--- src/rfv_pkg.sv ---
// ---------------------------------------------------------------------------
// rfv_pkg
// Shared types, constants, cosine table and vertex list decode for the
// rounded frame vertex core.
// ---------------------------------------------------------------------------
package rfv_pkg;

    // Arc sampling and trig precision
    localparam int POINTS_PER_ARC     = 7;
    localparam int TRIG_FRACTION_BITS = 14;
    localparam int HALF_ARC           = (POINTS_PER_ARC - 1) / 2;

    // Field widths
    localparam int CMD_W    = 2;
    localparam int XY_IN_W  = 16;
    localparam int SIZE_W   = 15;
    localparam int RADIUS_W = 14;
    localparam int COORD_W  = 18;
    localparam int IDX_W    = 5;
    localparam int COS_W    = TRIG_FRACTION_BITS + 1;
    localparam int PROD_W   = RADIUS_W + COS_W;
    localparam int JW       = $clog2(POINTS_PER_ARC);
    localparam int SEG_W    = 3;

    // Stream word widths
    localparam int S_DATA_BITS = 2 * XY_IN_W + 2 * SIZE_W + RADIUS_W;
    localparam int S_DATA_W    = ((S_DATA_BITS + 7) / 8) * 8;
    localparam int M_DATA_BITS = 2 * COORD_W + IDX_W;
    localparam int M_DATA_W    = ((M_DATA_BITS + 7) / 8) * 8;

    // Final vertex index of each frame kind
    localparam logic [IDX_W-1:0] LAST_IDX_FULL = IDX_W'(4 * POINTS_PER_ARC - 1);
    localparam logic [IDX_W-1:0] LAST_IDX_HALF = IDX_W'(POINTS_PER_ARC + 2 * HALF_ARC + 2);

    localparam real HALF_PI  = 1.5707963267948966;
    localparam real ARC_STEP = HALF_PI / real'(POINTS_PER_ARC - 1);

    typedef enum logic [CMD_W-1:0] {
        CMD_FULL   = 2'd0,
        CMD_TOP    = 2'd1,
        CMD_BOTTOM = 2'd2,
        CMD_NONE   = 2'd3
    } cmd_t;

    typedef enum logic [1:0] {
        ARC_TL = 2'd0,
        ARC_TR = 2'd1,
        ARC_BR = 2'd2,
        ARC_BL = 2'd3
    } arc_t;

    typedef enum logic [1:0] {
        SEG_ARC    = 2'd0,
        SEG_DIAG_R = 2'd1,
        SEG_DIAG_L = 2'd2
    } seg_kind_t;

    // One run of the vertex list
    typedef struct packed {
        seg_kind_t       kind;
        arc_t            arc;
        logic [JW-1:0]   j_first;
        logic [JW-1:0]   j_last;
        logic            final_seg;
    } seg_t;

    // Classified rectangle, as queued between front and back
    typedef struct packed {
        cmd_t                        mode;
        logic [RADIUS_W-1:0]         radius;
        logic signed [COORD_W-1:0]   cx_l;
        logic signed [COORD_W-1:0]   cx_r;
        logic signed [COORD_W-1:0]   cy_t;
        logic signed [COORD_W-1:0]   cy_b;
        logic signed [COORD_W-1:0]   drx;
        logic signed [COORD_W-1:0]   dry;
        logic signed [COORD_W-1:0]   dlx;
        logic signed [COORD_W-1:0]   dly;
    } desc_t;

    typedef logic [POINTS_PER_ARC-1:0][COS_W-1:0] cos_tab_t;

    // First-quadrant cosines, rounded to nearest step
    function automatic cos_tab_t build_cos_tab();
        cos_tab_t tab;
        real      ang;
        real      scaled;
        for (int j = 0; j < POINTS_PER_ARC; j++) begin
            ang    = ARC_STEP * real'(j);
            scaled = $floor($cos(ang) * (2.0 ** TRIG_FRACTION_BITS) + 0.5);
            if (scaled < 0.0) begin
                scaled = 0.0;
            end
            tab[j] = COS_W'($rtoi(scaled));
        end
        return tab;
    endfunction

    localparam cos_tab_t COS_TAB = build_cos_tab();

    function automatic seg_t mk_seg(seg_kind_t kind, arc_t arc, int jf, int jl, logic fin);
        seg_t s;
        s.kind      = kind;
        s.arc       = arc;
        s.j_first   = JW'(jf);
        s.j_last    = JW'(jl);
        s.final_seg = fin;
        return s;
    endfunction

    // Decode one run of the vertex list for a mode
    function automatic seg_t seg_info(cmd_t mode, logic [SEG_W-1:0] seg);
        seg_t s;
        s = mk_seg(SEG_DIAG_R, ARC_TL, 0, 0, 1'b1);
        unique case (mode)
            CMD_FULL: begin
                s = mk_seg(SEG_ARC, arc_t'(seg[1:0]), 0, POINTS_PER_ARC - 1,
                           seg == SEG_W'(3));
            end
            CMD_TOP: begin
                unique case (seg)
                    3'd0: s = mk_seg(SEG_ARC, ARC_TL, 0, POINTS_PER_ARC - 1, 1'b0);
                    3'd1: s = mk_seg(SEG_ARC, ARC_TR, 0, HALF_ARC, 1'b0);
                    3'd2: s = mk_seg(SEG_DIAG_R, ARC_TL, 0, 0, 1'b0);
                    3'd3: s = mk_seg(SEG_DIAG_L, ARC_TL, 0, 0, 1'b0);
                    default: s = mk_seg(SEG_ARC, ARC_BL, HALF_ARC, 2 * HALF_ARC - 1, 1'b1);
                endcase
            end
            CMD_BOTTOM: begin
                unique case (seg)
                    3'd0: s = mk_seg(SEG_ARC, ARC_TR, HALF_ARC, 2 * HALF_ARC - 1, 1'b0);
                    3'd1: s = mk_seg(SEG_ARC, ARC_BR, 0, POINTS_PER_ARC - 1, 1'b0);
                    3'd2: s = mk_seg(SEG_ARC, ARC_BL, 1, HALF_ARC + 1, 1'b0);
                    3'd3: s = mk_seg(SEG_DIAG_L, ARC_TL, 0, 0, 1'b0);
                    default: s = mk_seg(SEG_DIAG_R, ARC_TL, 0, 0, 1'b1);
                endcase
            end
            default: begin
                s = mk_seg(SEG_DIAG_R, ARC_TL, 0, 0, 1'b1);
            end
        endcase
        return s;
    endfunction

endpackage

--- src/rfv_front.sv ---
// ---------------------------------------------------------------------------
// rfv_front
// Accepts rectangle words, drops the unused command and precomputes the arc
// centers and diagonal points for the back end.
// ---------------------------------------------------------------------------
module rfv_front import rfv_pkg::*; (
    input  logic                 s_axis_tvalid,
    output logic                 s_axis_tready,
    input  logic [S_DATA_W-1:0]  s_axis_tdata,
    input  logic [CMD_W-1:0]     s_axis_tuser,
    input  logic                 q_full,
    output logic                 q_push,
    output desc_t                q_desc
);

    logic signed [COORD_W-1:0] left_x;
    logic signed [COORD_W-1:0] top_y;
    logic signed [COORD_W-1:0] width_e;
    logic signed [COORD_W-1:0] height_e;
    logic signed [COORD_W-1:0] radius_e;
    logic signed [COORD_W-1:0] half_min;
    logic [SIZE_W-1:0]         width_f;
    logic [SIZE_W-1:0]         height_f;
    logic [SIZE_W-1:0]         min_side;
    logic [RADIUS_W-1:0]       radius_f;
    cmd_t                      cmd;

    // Unpack the word and extend to coordinate width
    always_comb begin
        cmd      = cmd_t'(s_axis_tuser);
        width_f  = s_axis_tdata[2*XY_IN_W +: SIZE_W];
        height_f = s_axis_tdata[2*XY_IN_W+SIZE_W +: SIZE_W];
        radius_f = s_axis_tdata[2*XY_IN_W+2*SIZE_W +: RADIUS_W];
        left_x   = COORD_W'($signed(s_axis_tdata[0 +: XY_IN_W]));
        top_y    = COORD_W'($signed(s_axis_tdata[XY_IN_W +: XY_IN_W]));
        width_e  = $signed({{(COORD_W-SIZE_W){1'b0}}, width_f});
        height_e = $signed({{(COORD_W-SIZE_W){1'b0}}, height_f});
        radius_e = $signed({{(COORD_W-RADIUS_W){1'b0}}, radius_f});
        min_side = (width_f < height_f) ? width_f : height_f;
        half_min = $signed({{(COORD_W-SIZE_W+1){1'b0}}, min_side[SIZE_W-1:1]});
    end

    // Build the queued descriptor
    always_comb begin
        q_desc.mode   = cmd;
        q_desc.radius = radius_f;
        q_desc.cx_l   = left_x + radius_e;
        q_desc.cx_r   = left_x + width_e - radius_e;
        q_desc.cy_t   = top_y + radius_e;
        q_desc.cy_b   = top_y + height_e - radius_e;
        q_desc.drx    = left_x + width_e - half_min;
        q_desc.dry    = top_y + half_min;
        q_desc.dlx    = left_x + half_min;
        q_desc.dly    = top_y + height_e - half_min;
    end

    // Accept whenever the queue has room; drop the unused command
    assign s_axis_tready = !q_full;
    assign q_push        = s_axis_tvalid && !q_full && (cmd != CMD_NONE);

endmodule

--- src/rfv_queue.sv ---
// ---------------------------------------------------------------------------
// rfv_queue
// Short descriptor queue that decouples the front end from the vertex
// sequencer.
// ---------------------------------------------------------------------------
module rfv_queue import rfv_pkg::*; (
    input  logic   aclk,
    input  logic   aresetn,
    input  logic   push,
    input  desc_t  push_desc,
    input  logic   pop,
    output desc_t  head_desc,
    output logic   head_valid,
    output logic   full
);

    localparam int DEPTH = 2;
    localparam int PTR_W = $clog2(DEPTH);
    localparam int CNT_W = $clog2(DEPTH + 1);

    desc_t              mem [DEPTH];
    logic [PTR_W-1:0]   wr_ptr_reg;
    logic [PTR_W-1:0]   rd_ptr_reg;
    logic [CNT_W-1:0]   count_reg;
    logic [CNT_W-1:0]   count_next;

    assign head_desc  = mem[rd_ptr_reg];
    assign head_valid = (count_reg != '0);
    assign full       = (count_reg == CNT_W'(DEPTH));

    always_comb begin
        count_next = count_reg;
        if (push && !pop) begin
            count_next = count_reg + 1'b1;
        end else if (pop && !push) begin
            count_next = count_reg - 1'b1;
        end
    end

    // Advance pointers and occupancy
    always_ff @(posedge aclk) begin
        if (!aresetn) begin
            wr_ptr_reg <= '0;
            rd_ptr_reg <= '0;
            count_reg  <= '0;
        end else begin
            if (push) begin
                wr_ptr_reg <= (wr_ptr_reg == PTR_W'(DEPTH - 1)) ? '0 : wr_ptr_reg + 1'b1;
            end
            if (pop) begin
                rd_ptr_reg <= (rd_ptr_reg == PTR_W'(DEPTH - 1)) ? '0 : rd_ptr_reg + 1'b1;
            end
            count_reg <= count_next;
        end
    end

    // Store the entry
    always_ff @(posedge aclk) begin
        if (push) begin
            mem[wr_ptr_reg] <= push_desc;
        end
    end

endmodule

--- src/rfv_back.sv ---
// ---------------------------------------------------------------------------
// rfv_back
// Walks the vertex list of the queued rectangle, one vertex per cycle unless
// the output stalls: sequencer, multiply stage and output register.
// ---------------------------------------------------------------------------
module rfv_back import rfv_pkg::*; (
    input  logic                       aclk,
    input  logic                       aresetn,
    input  desc_t                      head_desc,
    input  logic                       head_valid,
    output logic                       head_pop,
    output logic                       m_valid,
    input  logic                       m_ready,
    output logic signed [COORD_W-1:0]  point_x,
    output logic signed [COORD_W-1:0]  point_y,
    output logic [IDX_W-1:0]           point_index,
    output logic                       point_last
);

    // Sequencer state
    logic [SEG_W-1:0]  seg_reg, seg_next;
    logic [JW-1:0]     jo_reg, jo_next;
    logic [IDX_W-1:0]  idx_reg, idx_next;

    seg_t              info;
    logic [JW-1:0]     cur_j;
    logic [JW-1:0]     sin_j;
    logic              seg_end;
    logic              frame_end;
    logic              advance;
    logic              issue;

    // Multiply stage
    logic [PROD_W-1:0]          prod_c;
    logic [PROD_W-1:0]          prod_s;
    logic signed [COORD_W-1:0]  base_x;
    logic signed [COORD_W-1:0]  base_y;
    logic                       s1_valid_reg;
    logic [RADIUS_W-1:0]        s1_c_reg;
    logic [RADIUS_W-1:0]        s1_s_reg;
    logic signed [COORD_W-1:0]  s1_bx_reg;
    logic signed [COORD_W-1:0]  s1_by_reg;
    arc_t                       s1_arc_reg;
    logic                       s1_is_arc_reg;
    logic [IDX_W-1:0]           s1_idx_reg;
    logic                       s1_last_reg;

    // Output stage
    logic signed [COORD_W-1:0]  c_e;
    logic signed [COORD_W-1:0]  s_e;
    logic signed [COORD_W-1:0]  dx;
    logic signed [COORD_W-1:0]  dy;
    logic                       m_valid_reg;
    logic signed [COORD_W-1:0]  px_reg;
    logic signed [COORD_W-1:0]  py_reg;
    logic [IDX_W-1:0]           pidx_reg;
    logic                       plast_reg;

    // Whole pipe moves when the output register is free or being taken
    assign advance = !m_valid_reg || m_ready;
    assign issue   = advance && head_valid;

    // Decode the current run
    always_comb begin
        info      = seg_info(head_desc.mode, seg_reg);
        cur_j     = info.j_first + jo_reg;
        sin_j     = JW'(POINTS_PER_ARC - 1) - cur_j;
        seg_end   = (info.kind != SEG_ARC) || (cur_j == info.j_last);
        frame_end = seg_end && info.final_seg;
    end

    // Step through runs and points
    always_comb begin
        seg_next = seg_reg;
        jo_next  = jo_reg;
        idx_next = idx_reg;
        head_pop = 1'b0;
        if (issue) begin
            idx_next = idx_reg + 1'b1;
            if (frame_end) begin
                seg_next = '0;
                jo_next  = '0;
                idx_next = '0;
                head_pop = 1'b1;
            end else if (seg_end) begin
                seg_next = seg_reg + 1'b1;
                jo_next  = '0;
            end else begin
                jo_next = jo_reg + 1'b1;
            end
        end
    end

    always_ff @(posedge aclk) begin
        if (!aresetn) begin
            seg_reg <= '0;
            jo_reg  <= '0;
            idx_reg <= '0;
        end else begin
            seg_reg <= seg_next;
            jo_reg  <= jo_next;
            idx_reg <= idx_next;
        end
    end

    // Scale cosine and sine by the radius; pick the base point
    always_comb begin
        prod_c = PROD_W'(head_desc.radius) * PROD_W'(COS_TAB[cur_j]);
        prod_s = PROD_W'(head_desc.radius) * PROD_W'(COS_TAB[sin_j]);
        base_x = head_desc.drx;
        base_y = head_desc.dry;
        case (info.kind)
            SEG_ARC: begin
                unique case (info.arc)
                    ARC_TL: begin base_x = head_desc.cx_l; base_y = head_desc.cy_t; end
                    ARC_TR: begin base_x = head_desc.cx_r; base_y = head_desc.cy_t; end
                    ARC_BR: begin base_x = head_desc.cx_r; base_y = head_desc.cy_b; end
                    default: begin base_x = head_desc.cx_l; base_y = head_desc.cy_b; end
                endcase
            end
            SEG_DIAG_L: begin
                base_x = head_desc.dlx;
                base_y = head_desc.dly;
            end
            default: begin
                base_x = head_desc.drx;
                base_y = head_desc.dry;
            end
        endcase
    end

    always_ff @(posedge aclk) begin
        if (!aresetn) begin
            s1_valid_reg <= 1'b0;
        end else if (advance) begin
            s1_valid_reg <= issue;
        end
    end

    always_ff @(posedge aclk) begin
        if (advance) begin
            s1_c_reg      <= prod_c[TRIG_FRACTION_BITS +: RADIUS_W];
            s1_s_reg      <= prod_s[TRIG_FRACTION_BITS +: RADIUS_W];
            s1_bx_reg     <= base_x;
            s1_by_reg     <= base_y;
            s1_arc_reg    <= info.arc;
            s1_is_arc_reg <= (info.kind == SEG_ARC);
            s1_idx_reg    <= idx_reg;
            s1_last_reg   <= frame_end;
        end
    end

    // Orient the offset by quadrant
    always_comb begin
        c_e = $signed({{(COORD_W-RADIUS_W){1'b0}}, s1_c_reg});
        s_e = $signed({{(COORD_W-RADIUS_W){1'b0}}, s1_s_reg});
        dx  = '0;
        dy  = '0;
        if (s1_is_arc_reg) begin
            unique case (s1_arc_reg)
                ARC_TL: begin dx = -c_e; dy = -s_e; end
                ARC_TR: begin dx =  s_e; dy = -c_e; end
                ARC_BR: begin dx =  c_e; dy =  s_e; end
                default: begin dx = -s_e; dy = c_e; end
            endcase
        end
    end

    always_ff @(posedge aclk) begin
        if (!aresetn) begin
            m_valid_reg <= 1'b0;
        end else if (advance) begin
            m_valid_reg <= s1_valid_reg;
        end
    end

    always_ff @(posedge aclk) begin
        if (advance) begin
            px_reg    <= s1_bx_reg + dx;
            py_reg    <= s1_by_reg + dy;
            pidx_reg  <= s1_idx_reg;
            plast_reg <= s1_last_reg;
        end
    end

    assign m_valid     = m_valid_reg;
    assign point_x     = px_reg;
    assign point_y     = py_reg;
    assign point_index = pidx_reg;
    assign point_last  = plast_reg;

endmodule

--- src/rounded_frame_vertices_core.sv ---
// ---------------------------------------------------------------------------
// rounded_frame_vertices_core
// Turns a rectangle, corner radius and mode into the vertex list of a
// rounded-frame polygon.
// ---------------------------------------------------------------------------
//  channel  | direction | word
//  s_axis   | in        | one rectangle: tuser = mode, tdata = geometry
//  m_axis   | out       | one vertex: tdata = x, y, index; tlast = final vertex
//
//  A full frame has 28 vertices and a half frame 16, one vertex per cycle
//  unless the output stalls, set by the back-end sequencer and registered in
//  the multiply stage and output register. A two-entry descriptor queue holds
//  the emitted frame plus one more rectangle; mode 3 is accepted and dropped.
//  Reset is synchronous; output stalls freeze the whole back-end pipe.
// ---------------------------------------------------------------------------
module rounded_frame_vertices_core import rfv_pkg::*; (
    input  logic                 aclk,
    input  logic                 aresetn,
    input  logic                 s_axis_tvalid,
    output logic                 s_axis_tready,
    // [15:0] left_x, [31:16] top_y, [46:32] width, [61:47] height,
    // [75:62] radius, [79:76] zero
    input  logic [S_DATA_W-1:0]  s_axis_tdata,
    // [1:0] command
    input  logic [CMD_W-1:0]     s_axis_tuser,
    output logic                 m_axis_tvalid,
    input  logic                 m_axis_tready,
    // [17:0] point_x, [35:18] point_y, [40:36] point_index, [47:41] zero
    output logic [M_DATA_W-1:0]  m_axis_tdata,
    output logic                 m_axis_tlast
);

    desc_t                      push_desc;
    desc_t                      head_desc;
    logic                       q_push;
    logic                       q_pop;
    logic                       q_full;
    logic                       head_valid;
    logic signed [COORD_W-1:0]  point_x;
    logic signed [COORD_W-1:0]  point_y;
    logic [IDX_W-1:0]           point_index;

    rfv_front u_front (
        .s_axis_tvalid (s_axis_tvalid),
        .s_axis_tready (s_axis_tready),
        .s_axis_tdata  (s_axis_tdata),
        .s_axis_tuser  (s_axis_tuser),
        .q_full        (q_full),
        .q_push        (q_push),
        .q_desc        (push_desc)
    );

    rfv_queue u_queue (
        .aclk       (aclk),
        .aresetn    (aresetn),
        .push       (q_push),
        .push_desc  (push_desc),
        .pop        (q_pop),
        .head_desc  (head_desc),
        .head_valid (head_valid),
        .full       (q_full)
    );

    rfv_back u_back (
        .aclk        (aclk),
        .aresetn     (aresetn),
        .head_desc   (head_desc),
        .head_valid  (head_valid),
        .head_pop    (q_pop),
        .m_valid     (m_axis_tvalid),
        .m_ready     (m_axis_tready),
        .point_x     (point_x),
        .point_y     (point_y),
        .point_index (point_index),
        .point_last  (m_axis_tlast)
    );

    // Pack the vertex word
    assign m_axis_tdata = {{(M_DATA_W-M_DATA_BITS){1'b0}}, point_index, point_y, point_x};

endmodule

--- config.mk ---
export PLATFORM = sky130hd
export DESIGN_NAME = rounded_frame_vertices_core
export DESIGN_NICKNAME = d
export VERILOG_FILES = /design/src/rfv_pkg.sv /design/src/rfv_front.sv /design/src/rfv_queue.sv /design/src/rfv_back.sv /design/src/rounded_frame_vertices_core.sv
export SDC_FILE = /design/constraint.sdc
export NUM_CORES = 2
export LEC_CHECK = 0
export ABC_AREA = 1
export BUFFER_PORTS_ARGS = -buffer_cell sky130_fd_sc_hd__buf_2
export CORE_ASPECT_RATIO = 1.5
export CORE_MARGIN = 2
export CORE_UTILIZATION = 52
export DETAILED_ROUTE_END_ITERATION = 10
export PLACE_DENSITY = 0.69
export SLEW_MARGIN = 10
export SYNTH_ARGS = -nofsm -noshare
export SYNTH_HDL_FRONTEND = slang
export SYNTH_SLANG_ARGS = --single-unit
--- constraint.sdc ---
create_clock -name aclk -period 13.62 [get_ports aclk]
set_input_delay 2.724 -clock aclk [delete_from_list [all_inputs] [get_ports aclk]]
set_output_delay 2.724 -clock aclk [all_outputs]
set_load 0.05 [all_outputs]
; Word level (Yosys, flattened, before mapping)
; Memory sizes are Yosys's and may differ from the RTL's. A register that Yosys moved wholly into a read port is not among the register bits.
; Index checks and enable logic that the tools add are counted.
[classes]
mux = 29
add_sub_neg = 23
magnitude_cmp = 3
reduce_logical = 24
eq_ne = 13
multipliers = 2
[op_table]
columns = operator, count
row1 = $pmux 18 s3, 2
row2 = $pmux 11 s4, 2
row3 = $mux 18, 4
row4 = $pmux 18 s2, 2
row5 = $sub 18x15->18, 4
row6 = $add 16x15->17, 4
row7 = $mul 14x15->28, 2
row8 = $mux 15, 3
row9 = $add 18x18->18, 2
row10 = $neg 14->18, 2
row11 = $add 16x16->17, 2
row12 = $pmux 11 s3, 1
row13 = $lt 15x15->1, 1
row14 = $mux 3, 4
row15 = $eq 2x2->1 const B, 5
row16 = $logic_not 2->1, 4
row17 = $lt 3x4->1 const B, 2
row18 = $mux 1, 8
row19 = $reduce_bool 2->1, 4
row20 = $add 3x1->3 const B, 2
row21 = $eq 2x1->1 const B, 3
row22 = $eq 3x2->1 const B, 2
row23 = $logic_and 1x1->1, 6
row24 = $add 5x1->5 const B, 1
row25 = other kinds (15), 22
[totals]
ramBits = 320
regBits = 132
romBits = 240
memories = 3
input_bits = 86
word_cells = 117
output_inout_bits = 51
[memory_table]
columns = name, words, word_bits, read_ports, rd_ports_with_merged_regs, wr, line
row1 = u_queue.mem, 2, 160, 1, 1, 1, rfv_queue.sv:21  ; desc_t mem [DEPTH];
row2 = (no name shown), 8, 15, 1, 0, 0, rfv_back.sv:108  ; prod_c = PROD_W'(head_desc.radius) * PROD_W'(COS_TAB[cur_j]);
row3 = (no name shown), 8, 15, 1, 0, 0, rfv_back.sv:109  ; prod_s = PROD_W'(head_desc.radius) * PROD_W'(COS_TAB[sin_j]);

; Logic depth before layout (Yosys ltp)
[logic_depth]
word_depth = 12
ltp_mapped = 48
mapped_depth_nobuf = 48

; By module
; A second synthesis with hierarchy kept.
[hier_totals]
hier_cells = 4621
area_unflattened_um2 = 42245.5
[by_module_without_submodules]
columns = mod, instances, seq_area_each_um2, area_each_um2, cells_per_inst
row1 = rfv_back, 1, 3713.6, 22014.9, 2728
row2 = rfv_queue, 1, 9709.3, 12179.2, 533
row3 = rfv_front, 1, 0.0, 7995.2, 1352
row4 = rounded_frame_vertices_core, 1, 0.0, 56.3, 8

; Worst setup path before layout
; OpenSTA, ideal clock, no wires.
[synth_timing]
path_kind = input -> register
from = in s_axis_tuser[0]
to = mem u_queue.mem[1][0] (netlist name) (enable)
stages = 4
setup_ns = 0.678
arrival_ns = 9.559
path_buffers = 0
t_required_ns = 12.942
setup_slack_ns = 3.383
path_cell_list = nand2_1 and3_1 inv_1 nor2_1
[synth_between]
elab_chain_cells = 4
[synth_rtl]
columns = item, line
row1 = from (decl), rounded_frame_vertices_core.sv:25  ; input logic [CMD_W-1:0] s_axis_tuser,
row2 = $ne 2x2->1, rfv_front.sv:59  ; assign q_push = s_axis_tvalid && !q_full && (cmd != CMD_NONE);
row3 = $logic_and 1x1->1, rfv_front.sv:59
row4 = named net q_push, rounded_frame_vertices_core.sv:35  ; logic q_push;
row5 = $mux 1, rfv_queue.sv:59  ; if (push) begin
row6 = $mux 1 (not written as such), rfv_queue.sv:60  ; mem[wr_ptr_reg] <= push_desc;
row7 = to (decl), rfv_queue.sv:21
; The timed path passes the listed nets, and every way through them passes these cells.

==> results.sh <==
export IMPL_grt_overflow_total=0
export IMPL_maxCapViolCount=0
export IMPL_pin_count_of_the_biggest_net_entering_global_routing=157
export IMPL_start_kind="register"
export IMPL_hold_path_class="reg -> reg"
export IMPL_numCtsBuffers=40
export IMPL_edff_count_synth=427
export IMPL_status="finished, final reports clean"
export IMPL_via_density=5.63
export IMPL_syn_instance_count=4490
export IMPL_core_rowCount=124
export IMPL_rsz0062_at_grt="false"
export IMPL_post_route_drc=0
export IMPL_initial_core_util_pct=52.4
export IMPL_initial_antenna_violation_count=3
export IMPL_gr_usage_all_layers_pct=30.6
export IMPL_flow_area_growth_from_synthesis_pct=7.51
export IMPL_syn_area_per_cell_sq_um=8.90
export IMPL_fin_tns_setup_ns=0
export IMPL_hold_violations=0
export IMPL_ys_ff_latch=445
export IMPL_most_numerous_cell_in_the_yosys_netlist="sky130_fd_sc_hd__nand2_1"
export IMPL_cts_setup_buffers=0
export IMPL_worst_path_max_delay_cell="sky130_fd_sc_hd__fa_1"
export IMPL_wl_microns=120000
export IMPL_clkTransAtPathRegs_ns=0.08
export IMPL_n_fill_cell=6953
export IMPL_postSynth_topFlopCell="sky130_fd_sc_hd__edfxtp_1"
export IMPL_globalplace_congestion=0.985
export IMPL_skew_ns=0.0334
export IMPL_worst_setup_path_type="reg -> reg"
export IMPL_ys_async_sr_fraction_pct=0
export IMPL_fmax_mhz=105
export IMPL_post_synth_top_area_cell="sky130_fd_sc_hd__edfxtp_1"
export IMPL_layout_cells_sized_above_1_pct=6.09
export IMPL_max_flop_register="u_queue.mem"
export IMPL_number_of_violations_reported_at_the_end_of_detailed_routing_iteration_0=2230
export IMPL_timing_critical_path_fanout_max=62
export IMPL_cts_max_path_buffers=3
export IMPL_avgRoutedWirePerCell_microns=21.2
export IMPL_layout_worst_path_cycle_share_pct=70.2
export IMPL_finalCriticalPeriod_ns=9.56
export IMPL_port_buffers=125
export IMPL_post_synth_num_cell_types=61
export IMPL_die_height_microns=343
export IMPL_synth_area_top_cells="sky130_fd_sc_hd__edfxtp_1, sky130_fd_sc_hd__fa_1, sky130_fd_sc_hd__ha_1, sky130_fd_sc_hd__nand2_1, sky130_fd_sc_hd__inv_1"
export IMPL_cts_htree_levels=2
export IMPL_layout_nets=5382
export IMPL_netlist_area_sq_um=40000
export IMPL_report_final_setup_viol=0
export IMPL_route_vias_total=31700
export IMPL_tritoncts="done"
export IMPL_final_antenna_net_count=0
export IMPL_cts_root_buffer="sky130_fd_sc_hd__clkbuf_16"
export IMPL_chipWidth_microns=230
export IMPL_die_area_sq_um=79100
export IMPL_slew_viol_final=0
export IMPL_critical_path_arrival_ns=9.88
export IMPL_cts_hold_buffers_added=0
export IMPL_grt_pass1_vias=32500
export IMPL_crit_path_max_incr_delay_ns=0.75
export IMPL_synth_yosys_seq_area_share_pct=33.0
export IMPL_synth_top_cells_by_count="sky130_fd_sc_hd__nand2_1, sky130_fd_sc_hd__inv_1, sky130_fd_sc_hd__edfxtp_1"
export IMPL_grt_first_pass_wirelength_microns=182000
export IMPL_synthDominantCellAreaShare_pct=32.1
export IMPL_worstPathRequired_ns=13.94
export IMPL_path_common_cell="sky130_fd_sc_hd__nand2_1"
export IMPL_placeableCoreArea_sq_um=76200
export IMPL_clk_insertion_delay_late_ns=0.58
export IMPL_detailed_place_hpwl_microns=96400
export IMPL_cts_repair_resize_count=0
export IMPL_actual_transition_at_the_worst_max_transition_pin_ns=1.31
export IMPL_max_slew_margin_pct=11.8
export IMPL_min_delay_start="u_back.s1_last_reg"
export IMPL_boundaryPins=137
export IMPL_synth_warnings=0
export IMPL_dr_pass1_iters=5
export IMPL_largest_register_ff_count=312
export IMPL_worst_setup_path_end_kind="register"
export IMPL_clock_sinks=445
## placed cells by master (no fill, tap or decap), types with 12 or more instances in the layout
| cell | count |
|---|---|
| sky130_fd_sc_hd__a21boi_0 | 16 |
| sky130_fd_sc_hd__a21o_1 | 19 |
| sky130_fd_sc_hd__a21oi_1 | 296 |
| sky130_fd_sc_hd__a221o_1 | 28 |
| sky130_fd_sc_hd__a31oi_1 | 23 |
| sky130_fd_sc_hd__buf_2 | 125 |
| sky130_fd_sc_hd__buf_4 | 28 |
| sky130_fd_sc_hd__clkbuf_16 | 40 |
| sky130_fd_sc_hd__dfxtp_1 | 17 |
| sky130_fd_sc_hd__edfxtp_1 | 427 |
| sky130_fd_sc_hd__fa_1 | 302 |
| sky130_fd_sc_hd__ha_1 | 396 |
| sky130_fd_sc_hd__inv_1 | 734 |
| sky130_fd_sc_hd__inv_2 | 13 |
| sky130_fd_sc_hd__nand2_1 | 903 |
| sky130_fd_sc_hd__nand3_1 | 126 |
| sky130_fd_sc_hd__nand4_1 | 40 |
| sky130_fd_sc_hd__nor2_1 | 358 |
| sky130_fd_sc_hd__nor2_2 | 12 |
| sky130_fd_sc_hd__nor3_1 | 20 |
| sky130_fd_sc_hd__nor4_1 | 13 |
| sky130_fd_sc_hd__o211ai_1 | 19 |
| sky130_fd_sc_hd__o21ai_0 | 259 |
| sky130_fd_sc_hd__o21ai_2 | 12 |
| sky130_fd_sc_hd__o21bai_1 | 19 |
| sky130_fd_sc_hd__o22ai_1 | 32 |
| sky130_fd_sc_hd__xnor2_1 | 62 |
| sky130_fd_sc_hd__xor2_1 | 144 |
## stage by stage
| step | util [%] | setup WS, ns | cells | hold slack, ns | area [sq um] |
|---|---|---|---|---|---|
| after floorplan | - | 3.38 | 4496 | 0.400 | 40000 |
| after global placement | 54.7 | 4.22 | 5564 | 0.402 | 41700 |
| after detailed placement | 54.7 | 4.19 | 5564 | 0.405 | 41700 |
| after CTS | 56.4 | 4.16 | 5635 | 0.406 | 42900 |
| after global routing | 56.4 | 3.46 | 5636 | 0.417 | 43000 |
| final | 56.4 | 4.06 | 5636 | 0.406 | 43000 |
## worst max-delay path: cells and delay by family (launching register included)
kind	cells	cell delay, ns
simple gates	14	1.97
buf+inv	9	1.52
flops	1	0.48
fa+ha+maj	10	4.65
compound gates	3	0.69
## path summary, 6_finish.rpt
path / to / slack, ns / depth (start not counted)
max: u_back.s1_s_reg[9] / 4.06 / 36
min: u_back.point_last / 0.41 / 0
max reg2reg: u_back.s1_s_reg[9] / 4.06 / 36
min reg2reg: u_back.point_last / 0.41 / 0
## metal layers
layer	GRT usage [%]	vias up	part of all wire (%)
li1	-	15000	-
met4	26.2	2	10
met3	2.87	404	4.9
met2	55.3	1094	51
met5	0	-	0.013
met1	31.9	15200	34
## cell families (layout without fill, tap and decap cells)
| kind of cell | after synthesis | in the layout | share of synthesized area (%) |
|---|---|---|---|
| and+or+nand+nor | 1505 | 1505 | 15.3 |
| buffers and inverters | 849 | 980 | 8.21 |
| AOI/OAI and AO/OA | 783 | 783 | 11.3 |
| adders and majority gates | 698 | 698 | 27.5 |
| DFF | 445 | 445 | 33.0 |
| xor gates and xnor gates | 206 | 206 | 4.52 |
| muxes | 3 | 3 | 0.0752 |
| other | 1 | 8 | 0.00939 |
## final cells by class
class	count	area (sq um)	share of cell area [%]
Multi-Input combinational cell	3202	23500	54.8
Inverter	755	2840	6.62
Clock buffer	48	1050	2.45
Sequential cell	445	13200	30.7
Clock inverter	23	221	0.516
Antenna cell	1	2.50	0.00583
Timing Repair Buffer	154	856	1.99
Tap cell	1008	1260	2.94
Power is left out: the tool's default activity adds up to more than one toggle a clock period on the data nets, which glitch-free logic cannot reach.
